`config.mk`:
```
export PLATFORM = sky130hd
export DESIGN_NAME = seeded_xoshiro256plus_advance
export DESIGN_NICKNAME = d
export VERILOG_FILES = /design/src/hw/rtl/sxa_pkg.sv /design/src/hw/rtl/sxa_datapath.sv /design/src/hw/rtl/sxa_ctrl.sv /design/src/hw/rtl/seeded_xoshiro256plus_advance.sv
export SDC_FILE = /design/constraint.sdc
export NUM_CORES = 2
export LEC_CHECK = 0
export ABC_AREA = 1
export BUFFER_PORTS_ARGS = -buffer_cell sky130_fd_sc_hd__buf_2
export CAP_MARGIN = 10
export CORE_ASPECT_RATIO = 1.4
export CORE_MARGIN = 10
export CORE_UTILIZATION = 65
export CTS_CLUSTER_SIZE = 14
export DETAILED_ROUTE_END_ITERATION = 16
export PLACE_DENSITY_LB_ADDON = 0.25
export RECOVER_POWER = 25
export SETUP_SLACK_MARGIN = 0.5
export SLEW_MARGIN = 5
export SYNTH_ARGS = -nofsm -noshare
export SYNTH_HDL_FRONTEND = slang
export SYNTH_HIERARCHICAL = 1
export SYNTH_SLANG_ARGS = --single-unit
```
`constraint.sdc`:
```
create_clock -name clock -period 14.6 [get_ports clock]
set_clock_uncertainty 0.2 [all_clocks]
set_input_delay 1.46 -clock clock [delete_from_list [all_inputs] [get_ports clock]]
set_output_delay 1.46 -clock clock [all_outputs]
set_load 0.02 [all_outputs]
```
`src/hw/rtl/sxa_pkg.sv`:
```
// ----------------------------------------------------------------------------
// sxa_pkg: shared types and constants
// Constants of the seeding mixer and the command word passed from the
// controller to the datapath of the seeded xoshiro256+ advance block.
// ----------------------------------------------------------------------------
package sxa_pkg;

   localparam logic [63:0] GAMMA_C = 64'h9e3779b97f4a7c15;
   localparam logic [63:0] MUL_ONE = 64'hbf58476d1ce4e5b9;
   localparam logic [63:0] MUL_TWO = 64'h94d049bb133111eb;

   localparam int unsigned SHIFT_A  = 30;
   localparam int unsigned SHIFT_B  = 27;
   localparam int unsigned SHIFT_C  = 31;
   localparam int unsigned STEP_SHL = 17;
   localparam int unsigned STEP_ROT = 45;

   // Multiply phases: low x low, then the two cross products.
   localparam logic [1:0] PHASE_LL = 2'd0;
   localparam logic [1:0] PHASE_HL = 2'd1;
   localparam logic [1:0] PHASE_LH = 2'd2;

   // Which state word a mix pass reads and which one it writes.
   localparam logic [1:0] MIX_S1 = 2'd0;
   localparam logic [1:0] MIX_S2 = 2'd1;
   localparam logic [1:0] MIX_S3 = 2'd2;

   typedef enum logic [3:0] {
      ST_IDLE,
      ST_MIX_IN,
      ST_MUL1,
      ST_MIX_MID,
      ST_MUL2,
      ST_MIX_OUT,
      ST_STEP,
      ST_DONE
   } state_type;

   typedef enum logic [2:0] {
      DP_NOP,
      DP_LOAD,
      DP_MIX_IN,
      DP_MUL,
      DP_MIX_MID,
      DP_MIX_OUT,
      DP_STEP
   } dp_op_type;

   typedef struct packed {
      dp_op_type  op;
      logic [1:0] mul_phase;
      logic       mul_k_two;
      logic [1:0] mix_idx;
   } dp_cmd_type;

endpackage

```
`src/hw/rtl/sxa_datapath.sv`:
```
// ----------------------------------------------------------------------------
// sxa_datapath: state words, mixer and step logic
// Holds the four state words, the mixer operand and accumulator built on one
// shared 32x32 multiplier, and the iteration counter.
// ----------------------------------------------------------------------------
module sxa_datapath
   import sxa_pkg::*;
#(
   parameter int COUNT_BITS = 16
) (
   input  logic                  clock,
   input  logic                  reset,
   input  dp_cmd_type            cmd,
   input  logic [63:0]           seed_value,
   input  logic [COUNT_BITS-1:0] iteration_count,
   output logic                  count_zero,
   output logic [63:0]           random_word
);

   logic [63:0] s0_ff, s0_in;
   logic [63:0] s1_ff, s1_in;
   logic [63:0] s2_ff, s2_in;
   logic [63:0] s3_ff, s3_in;
   logic [63:0] opnd_ff, opnd_in;
   logic [63:0] acc_ff, acc_in;
   logic [COUNT_BITS-1:0] cnt_ff, cnt_in;

   logic [63:0] mul_k;
   logic [31:0] mul_x;
   logic [31:0] mul_y;
   logic [63:0] prod;
   logic [63:0] mix_src;
   logic [63:0] mix_res;
   logic [63:0] s3_x;

   assign mul_k = cmd.mul_k_two ? MUL_TWO : MUL_ONE;

   // The low 64 bits of a 64x64 product come from three 32x32 products.
   always_comb begin
      case (cmd.mul_phase)
         PHASE_LL: begin
            mul_x = opnd_ff[31:0];
            mul_y = mul_k[31:0];
         end
         PHASE_HL: begin
            mul_x = opnd_ff[63:32];
            mul_y = mul_k[31:0];
         end
         default: begin
            mul_x = opnd_ff[31:0];
            mul_y = mul_k[63:32];
         end
      endcase
   end

   assign prod = 64'(mul_x) * 64'(mul_y);

   always_comb begin
      case (cmd.mix_idx)
         MIX_S1:  mix_src = s0_ff;
         MIX_S2:  mix_src = s1_ff;
         default: mix_src = s2_ff;
      endcase
   end

   assign mix_res = acc_ff ^ (acc_ff >> SHIFT_C);
   assign s3_x    = s3_ff ^ s1_ff;

   always_comb begin
      s0_in   = s0_ff;
      s1_in   = s1_ff;
      s2_in   = s2_ff;
      s3_in   = s3_ff;
      opnd_in = opnd_ff;
      acc_in  = acc_ff;
      cnt_in  = cnt_ff;
      unique case (cmd.op)
         DP_LOAD: begin
            s0_in  = seed_value + GAMMA_C;
            cnt_in = iteration_count;
         end
         DP_MIX_IN: begin
            opnd_in = mix_src ^ (mix_src >> SHIFT_A);
         end
         DP_MUL: begin
            if (cmd.mul_phase == PHASE_LL) begin
               acc_in = prod;
            end else begin
               acc_in = acc_ff + {prod[31:0], 32'd0};
            end
         end
         DP_MIX_MID: begin
            opnd_in = acc_ff ^ (acc_ff >> SHIFT_B);
         end
         DP_MIX_OUT: begin
            case (cmd.mix_idx)
               MIX_S1:  s1_in = mix_res + GAMMA_C;
               MIX_S2:  s2_in = mix_res + GAMMA_C;
               default: s3_in = mix_res;
            endcase
         end
         DP_STEP: begin
            s0_in  = s0_ff ^ s3_x;
            s1_in  = s1_ff ^ s2_ff ^ s0_ff;
            s2_in  = s2_ff ^ s0_ff ^ (s1_ff << STEP_SHL);
            s3_in  = {s3_x[63-STEP_ROT:0], s3_x[63:64-STEP_ROT]};
            cnt_in = cnt_ff - COUNT_BITS'(1);
         end
         default: begin
         end
      endcase
   end

   always_ff @(posedge clock) begin
      s0_ff   <= s0_in;
      s1_ff   <= s1_in;
      s2_ff   <= s2_in;
      s3_ff   <= s3_in;
      opnd_ff <= opnd_in;
      acc_ff  <= acc_in;
      if (reset) begin
         cnt_ff <= '0;
      end else begin
         cnt_ff <= cnt_in;
      end
   end

   assign count_zero  = (cnt_ff == '0);
   assign random_word = s0_ff + s3_ff;

`ifndef ASSERT_OFF
   a_step_needs_count: assert property (@(posedge clock) disable iff (reset)
      (cmd.op == DP_STEP) |-> !count_zero)
      else $error("step issued with the iteration counter at zero");

   a_step_counts_down: assert property (@(posedge clock) disable iff (reset)
      (cmd.op == DP_STEP) |=> (cnt_ff == $past(cnt_ff) - COUNT_BITS'(1)))
      else $error("iteration counter did not drop by one on a step");
`endif

endmodule

```
`src/hw/rtl/sxa_ctrl.sv`:
```
// ----------------------------------------------------------------------------
// sxa_ctrl: sequencing controller
// Walks through seeding (three mix passes of two split multiplies each), the
// step loop and the result cycle, and issues one datapath command per cycle.
// ----------------------------------------------------------------------------
module sxa_ctrl
   import sxa_pkg::*;
(
   input  logic       clock,
   input  logic       reset,
   input  logic       start,
   input  logic       count_zero,
   output logic       busy,
   output logic       rsp_valid,
   output dp_cmd_type cmd
);

   state_type  state_ff, state_in;
   logic [1:0] phase_ff, phase_in;
   logic [1:0] mix_ff, mix_in;

   always_comb begin
      state_in = state_ff;
      phase_in = phase_ff;
      mix_in   = mix_ff;
      unique case (state_ff)
         ST_IDLE: begin
            if (start) begin
               state_in = ST_MIX_IN;
               mix_in   = MIX_S1;
            end
         end
         ST_MIX_IN: begin
            state_in = ST_MUL1;
            phase_in = PHASE_LL;
         end
         ST_MUL1: begin
            if (phase_ff == PHASE_LH) begin
               state_in = ST_MIX_MID;
               phase_in = PHASE_LL;
            end else begin
               phase_in = phase_ff + 2'd1;
            end
         end
         ST_MIX_MID: begin
            state_in = ST_MUL2;
            phase_in = PHASE_LL;
         end
         ST_MUL2: begin
            if (phase_ff == PHASE_LH) begin
               state_in = ST_MIX_OUT;
               phase_in = PHASE_LL;
            end else begin
               phase_in = phase_ff + 2'd1;
            end
         end
         ST_MIX_OUT: begin
            if (mix_ff == MIX_S3) begin
               state_in = ST_STEP;
               mix_in   = MIX_S1;
            end else begin
               state_in = ST_MIX_IN;
               mix_in   = mix_ff + 2'd1;
            end
         end
         ST_STEP: begin
            if (count_zero) begin
               state_in = ST_DONE;
            end
         end
         ST_DONE: begin
            state_in = ST_IDLE;
         end
         default: begin
            state_in = ST_IDLE;
         end
      endcase
   end

   always_comb begin
      cmd.op        = DP_NOP;
      cmd.mul_phase = phase_ff;
      cmd.mul_k_two = (state_ff == ST_MUL2);
      cmd.mix_idx   = mix_ff;
      busy          = (state_ff != ST_IDLE);
      rsp_valid     = (state_ff == ST_DONE);
      unique case (state_ff)
         ST_IDLE:    cmd.op = start ? DP_LOAD : DP_NOP;
         ST_MIX_IN:  cmd.op = DP_MIX_IN;
         ST_MUL1:    cmd.op = DP_MUL;
         ST_MIX_MID: cmd.op = DP_MIX_MID;
         ST_MUL2:    cmd.op = DP_MUL;
         ST_MIX_OUT: cmd.op = DP_MIX_OUT;
         ST_STEP:    cmd.op = count_zero ? DP_NOP : DP_STEP;
         default:    cmd.op = DP_NOP;
      endcase
   end

   always_ff @(posedge clock) begin
      if (reset) begin
         state_ff <= ST_IDLE;
         phase_ff <= PHASE_LL;
         mix_ff   <= MIX_S1;
      end else begin
         state_ff <= state_in;
         phase_ff <= phase_in;
         mix_ff   <= mix_in;
      end
   end

`ifndef ASSERT_OFF
   a_phase_range: assert property (@(posedge clock) disable iff (reset)
      phase_ff != 2'd3)
      else $error("multiply phase counter out of range");

   a_single_strobe: assert property (@(posedge clock) disable iff (reset)
      rsp_valid |=> !rsp_valid)
      else $error("result strobe held for more than one cycle");

   a_accept_busy: assert property (@(posedge clock) disable iff (reset)
      (start && !busy) |=> (busy && !rsp_valid))
      else $error("accepted word did not start the sequence");
`endif

endmodule

```
`src/hw/rtl/seeded_xoshiro256plus_advance.sv`:
```
// ----------------------------------------------------------------------------
// seeded_xoshiro256plus_advance: seeded xoshiro256+ advance
// Seeds four state words from a 64-bit seed, runs a number of xoshiro256+
// steps and returns the sum of words 0 and 3.
// ----------------------------------------------------------------------------
// Usage:
// An input word (req_seed_value, req_iteration_count) is taken at a clock
// edge where start is high and busy is low. busy then stays high until the
// result has been delivered, and start is ignored meanwhile.
// The result word appears on rsp_random_word for exactly one cycle with
// rsp_valid high; the receiver must take it in that cycle.
// After the accepting edge the block seeds the state (three mix passes,
// each of two 64-bit multiplies that run as three passes through one
// 32x32 multiplier), then runs one step per cycle until the counter is
// seen at zero, then gives the result cycle. The controller goes back to
// idle after the result cycle, and only then is the next word accepted.
// Synchronous reset returns the controller to idle; no item in flight
// survives it, and nothing is kept from one word to the next.
// ----------------------------------------------------------------------------
module seeded_xoshiro256plus_advance
   import sxa_pkg::*;
#(
   parameter int COUNT_BITS = 16
) (
   input  logic                  clock,
   input  logic                  reset,
   input  logic                  start,
   output logic                  busy,
   input  logic [63:0]           req_seed_value,
   input  logic [COUNT_BITS-1:0] req_iteration_count,
   output logic                  rsp_valid,
   output logic [63:0]           rsp_random_word
);

   dp_cmd_type cmd;
   logic       count_zero;

   sxa_ctrl u_ctrl (
      .clock      (clock),
      .reset      (reset),
      .start      (start),
      .count_zero (count_zero),
      .busy       (busy),
      .rsp_valid  (rsp_valid),
      .cmd        (cmd)
   );

   sxa_datapath #(
      .COUNT_BITS (COUNT_BITS)
   ) u_datapath (
      .clock           (clock),
      .reset           (reset),
      .cmd             (cmd),
      .seed_value      (req_seed_value),
      .iteration_count (req_iteration_count),
      .count_zero      (count_zero),
      .random_word     (rsp_random_word)
   );

endmodule
```
==> impl_metrics.py, run 1 <==
metrics = {
    "outcome": {
        "outcome": "did not finish",
        "stop_stage": "global routing (5_1_grt)",
        "stop_error": "[ERROR GRT-0116] Global routing finished with congestion. Check the congestion regions in the DRC Viewer.",
    },
    "floorplanning": {
        "start_util_pct": 65.2,
        "placementRows": 138,
        "die_h_um": 396,
        "io_pins": 149,
        "die_w_um": 289,
    },
    "synth": {
        "ys.flop_type": "edfxtp_1",
        "yosys_warnings": 6,
        "ys_ff_latch": 407,
        "syn-num-nets": 9995,
        "synthCells": 8651,
        "synthArstFlopShare_pct": 0,
        "netlist_area_um2": 65800,
        "yosys.cell_types.count": 68,
        "synth_edf_count": 384,
        "syn_area_per_cell_um2": 7.60,
        "ys_seq_area_share_pct": 18.2,
    },
    "cts": {
        "cts_root_buffer": "clkbuf_16",
        "htree_levels": 2,
        "cts_resized": 0,
        "clockBufferDepth": 3,
        "postCtsHoldBufs": 0,
        "cts_buffers": 39,
        "post_cts_buffers": 0,
        "cts.sinks": 407,
    },
    "place": {
        "portBuffers": 148,
        "dp_worst_setup_slack_ns": 2.83,
        "hpwl_mm": 255,
        "place.gp.congestion": 1.22,
    },
    "global_routing": {
        "grt_max_degree": 94,
        "grt.total_usage_pct": 64.1,
        "first_global_vias": 73647,
        "overflow": 296,
        "grt_pass1_wl_mm": 538,
    },
}
==> cell families after synthesis <==
family                     Yosys count  synth area share [%]
muxes                                1                0.0152
buffers and inverters             1919                  11.3
AOI/OAI and AO/OA                 1115                  9.40
xor gates and xnor gates           330                  4.46
adders and majority gates         1261                  33.4
DFF                                407                  18.2
and+or+nand+nor                   3618                  23.2
==> Yosys cell counts (23+ instances only) <==
| cell type | number | area [um^2] |
|---|---|---|
| inv_1 | 1654 | 6210 |
| clkbuf_1 | 97 | 364 |
| a21oi_1 | 341 | 1710 |
| ha_1 | 436 | 5460 |
| o21bai_1 | 45 | 338 |
| buf_2 | 73 | 365 |
| nor3_1 | 70 | 350 |
| o221ai_1 | 31 | 272 |
| or2_2 | 55 | 344 |
| nand2_1 | 1740 | 6530 |
| nor2_1 | 1092 | 4100 |
| o21ai_1 | 49 | 245 |
| fa_1 | 825 | 16500 |
| nand4_1 | 52 | 325 |
| o211ai_1 | 23 | 173 |
| nand2_2 | 64 | 400 |
| dfxtp_1 | 23 | 460 |
| nor2_2 | 23 | 144 |
| xnor2_1 | 77 | 674 |
| edfxtp_1 | 384 | 11500 |
| nand3_1 | 418 | 2090 |
| xor2_1 | 250 | 2190 |
| o21ai_0 | 506 | 2530 |
| inv_2 | 49 | 184 |
==> per-stage QoR <==
step	util, %	std cells	cell area (um^2)	hold slack, ns
after detailed placement	67.3	10003	67800	0.263
after global placement	67.3	10002	67800	0.254
after floorplan	-	8651	65800	0.245
after CTS	68.4	10068	69000	0.278
==> per-layer routing <==
metal | GRT overflow | track usage, %
met1 | 0 | 61.0
met2 | 166 | 86.0
met3 | 2 | 43.3
met4 | 128 | 68.6
met5 | 0 | 13.5
==> run 2: changes to the inputs <==
--- a/config.mk
+++ b/config.mk
@@ -8,14 +8,11 @@
 export ABC_AREA = 1
 export BUFFER_PORTS_ARGS = -buffer_cell sky130_fd_sc_hd__buf_2
 export CAP_MARGIN = 10
-export CORE_ASPECT_RATIO = 1.4
 export CORE_MARGIN = 10
-export CORE_UTILIZATION = 65
-export CTS_CLUSTER_SIZE = 14
+export CORE_UTILIZATION = 40
 export DETAILED_ROUTE_END_ITERATION = 16
-export PLACE_DENSITY_LB_ADDON = 0.25
+export PLACE_DENSITY_LB_ADDON = 0.15
 export RECOVER_POWER = 25
-export SETUP_SLACK_MARGIN = 0.5
 export SLEW_MARGIN = 5
 export SYNTH_ARGS = -nofsm -noshare
 export SYNTH_HDL_FRONTEND = slang
==> run 2 against run 1 <==
Net effect: the flow now finishes, with violations (capacitance limit, slew limit); area after synthesis did not move; synthesized cell count unchanged.
==> impl_metrics.py, run 2 <==
metrics = {
    "route": {
        "finalWirelength_mm": 324,
        "post_drt_via_cell_ratio": 5.64,
        "vias": 61809,
        "ant_nets": 0,
        "first_pass_iters": 8,
        "drt-initial-drc-count": 8064,
        "avgRoutedWirePerCell_um": 29.6,
        "drc": 0,
    },
    "synth": {
        "ys_seq_area_share_pct": 18.2,
        "syn_area_per_cell_um2": 7.60,
        "synthArstFlopShare_pct": 0,
        "syn-num-nets": 9995,
        "synth_area_leaders": "fa_1, edfxtp_1, nand2_1",
        "yosys-top-cells-count": "nand2_1, inv_1, nor2_1, fa_1, o21ai_0",
        "synthCells": 8651,
        "yosys.area.top_type": "fa_1",
        "netlist_area_um2": 65800,
        "ys_ff_latch": 407,
        "synth_edf_count": 384,
        "synth_most_common_cell": "nand2_1",
        "yosys.cell_types.count": 68,
        "yosys_warnings": 6,
        "ys.flop_type": "edfxtp_1",
        "synth_top_area_share_pct": 25.1,
    },
    "cts": {
        "cts.sinks": 407,
        "clockBufferDepth": 3,
        "post_cts_buffers": 0,
        "worstSkewPairLatency_ns": 0.66,
        "tritoncts": "done",
        "cts.reportedPaths.clkPinSlew_ns": 0.06,
        "cts_resized": 0,
        "htree_levels": 2,
        "postCtsHoldBufs": 0,
        "cts_root_buffer": "clkbuf_16",
        "cts_buffers": 51,
    },
    "timing": {
        "max_freq_ghz": 0.0803,
        "rsz0062_at_grt": "false",
        "hold_violations": 0,
        "min_period_ns": 12.46,
        "fin_ws_ns": 2.14,
        "worst_pin_slew_ns": 7.85,
        "finalSetupTns_ns": 0,
        "drv_slew": 524,
        "fin_crit_sh_pct": 85.3,
        "slew_headroom_pct": -424,
        "setup_viol": 0,
    },
    "floorplanning": {
        "die_h_um": 425,
        "placementRows": 148,
        "io_pins": 149,
        "start_util_pct": 40.3,
        "core-area_um2": 163000,
        "die_area_um2": 181000,
        "die_w_um": 425,
    },
    "global_routing": {
        "grt_pass1_wl_mm": 454,
        "first_global_vias": 60175,
        "grt_max_degree": 156,
        "antenna_found_initial": 18,
        "overflow": 0,
        "grt.total_usage_pct": 34.9,
    },
    "finish": {
        "drive_above_1_share_pct": 6.62,
        "post-route-util_pct": 43.3,
        "nets": 10084,
        "final_common_cell": "nand2_1",
        "final_cell_mix": "nand2_1, inv_1, nor2_1",
        "syn_to_final_growth_pct": 7.35,
    },
    "setup_path": {
        "worstSetupPathType": "register to register",
        "cp-end-kind": "register",
        "r2r_cells": 17,
        "critPathMaxFanout": 155,
        "start_kind": "register",
        "required_ns": 14.33,
        "arrival_ns": 12.19,
    },
    "place": {
        "dp_worst_setup_slack_ns": 2.53,
        "hpwl_mm": 278,
        "portBuffers": 148,
        "place.gp.congestion": 1.03,
    },
    "outcome": {
        "violations": "capacitance limit, slew limit",
        "outcome": "complete, but fails checks",
    },
    "hold_path": {
        "whs_path_depth": 2,
        "hold_path.class": "register to register",
    },
    "job": {
        "max_cap_viol_count": 9,
    },
}
==> run 2: worst paths after layout <==
check	from	endpoint	slack, ns
setup / recovery	u_datapath/cnt_ff[1]$_SDFFE_PP0P_	u_datapath/s3_ff[61]$_DFFE_PP_	2.14
hold / removal	u_datapath/cnt_ff[15]$_SDFFE_PP0P_	u_datapath/cnt_ff[15]$_SDFFE_PP0P_	0.27
setup reg to reg	u_datapath/cnt_ff[1]$_SDFFE_PP0P_	u_datapath/s3_ff[61]$_DFFE_PP_	2.14
hold reg to reg	u_datapath/cnt_ff[15]$_SDFFE_PP0P_	u_datapath/cnt_ff[15]$_SDFFE_PP0P_	0.27
==> run 2: metal layers <==
metal  wire length [um]  vias up  track usage [%]
li1                   -    27182                -
met1             140000    30754             50.9
met2             132000     3375             49.7
met3              40100      486             10.4
met4              10700       12             9.51
met5                241        -            0.688
==> run 2: cells by family after synthesis <==
kind of cell	share of synthesized area (%)
fa+ha+maj	33.4
flops	18.2
simple gates	23.2
buf+inv	11.3
xor+xnor	4.46
mux	0.0152
compound gates	9.40
==> run 2: worst max-delay path, cell delays in order (launching register included) <==
cell and delay (ns):
dfxtp_1 0.35, inv_1 0.05, ha_1 0.19, inv_1 0.05, nor2_1 0.04, nand2_1 0.13, nor2_1 0.09, inv_1 0.08
nor2_1 0.05, nand4_1 0.08, nor4_1 0.09, or2_2 0.35, nand3_1 0.21, inv_1 0.20, nor2_1 0.23, clkbuf_1 1.34
clkbuf_1 5.44, o21ai_0 2.30
==> run 2: per-stage QoR <==
stage	instances	instance area (um^2)	hold slack (ns)
4_1_cts	10951	70700	0.276
3_3_place_gp	10861	69000	0.260
2_1_floorplan	8651	65800	0.245
6_report	10956	70600	0.270
5_1_grt	10952	70600	0.314
3_5_place_dp	10861	69000	0.267
==> run 2: cell type report <==
type | instances | area, um^2
Fill cell | 16944 | 92500
Clock inverter | 28 | 359
Multi-Input combinational cell | 6325 | 46400
Sequential cell | 407 | 12000
Timing Repair Buffer | 232 | 1330
Tap cell | 2175 | 2720
Inverter | 1723 | 6490
Antenna cell | 4 | 10.0
Clock buffer | 62 | 1320
Power of run 2 is not shown: default switching activity piles up to over one toggle a cycle in this logic, so the estimate is an artifact.
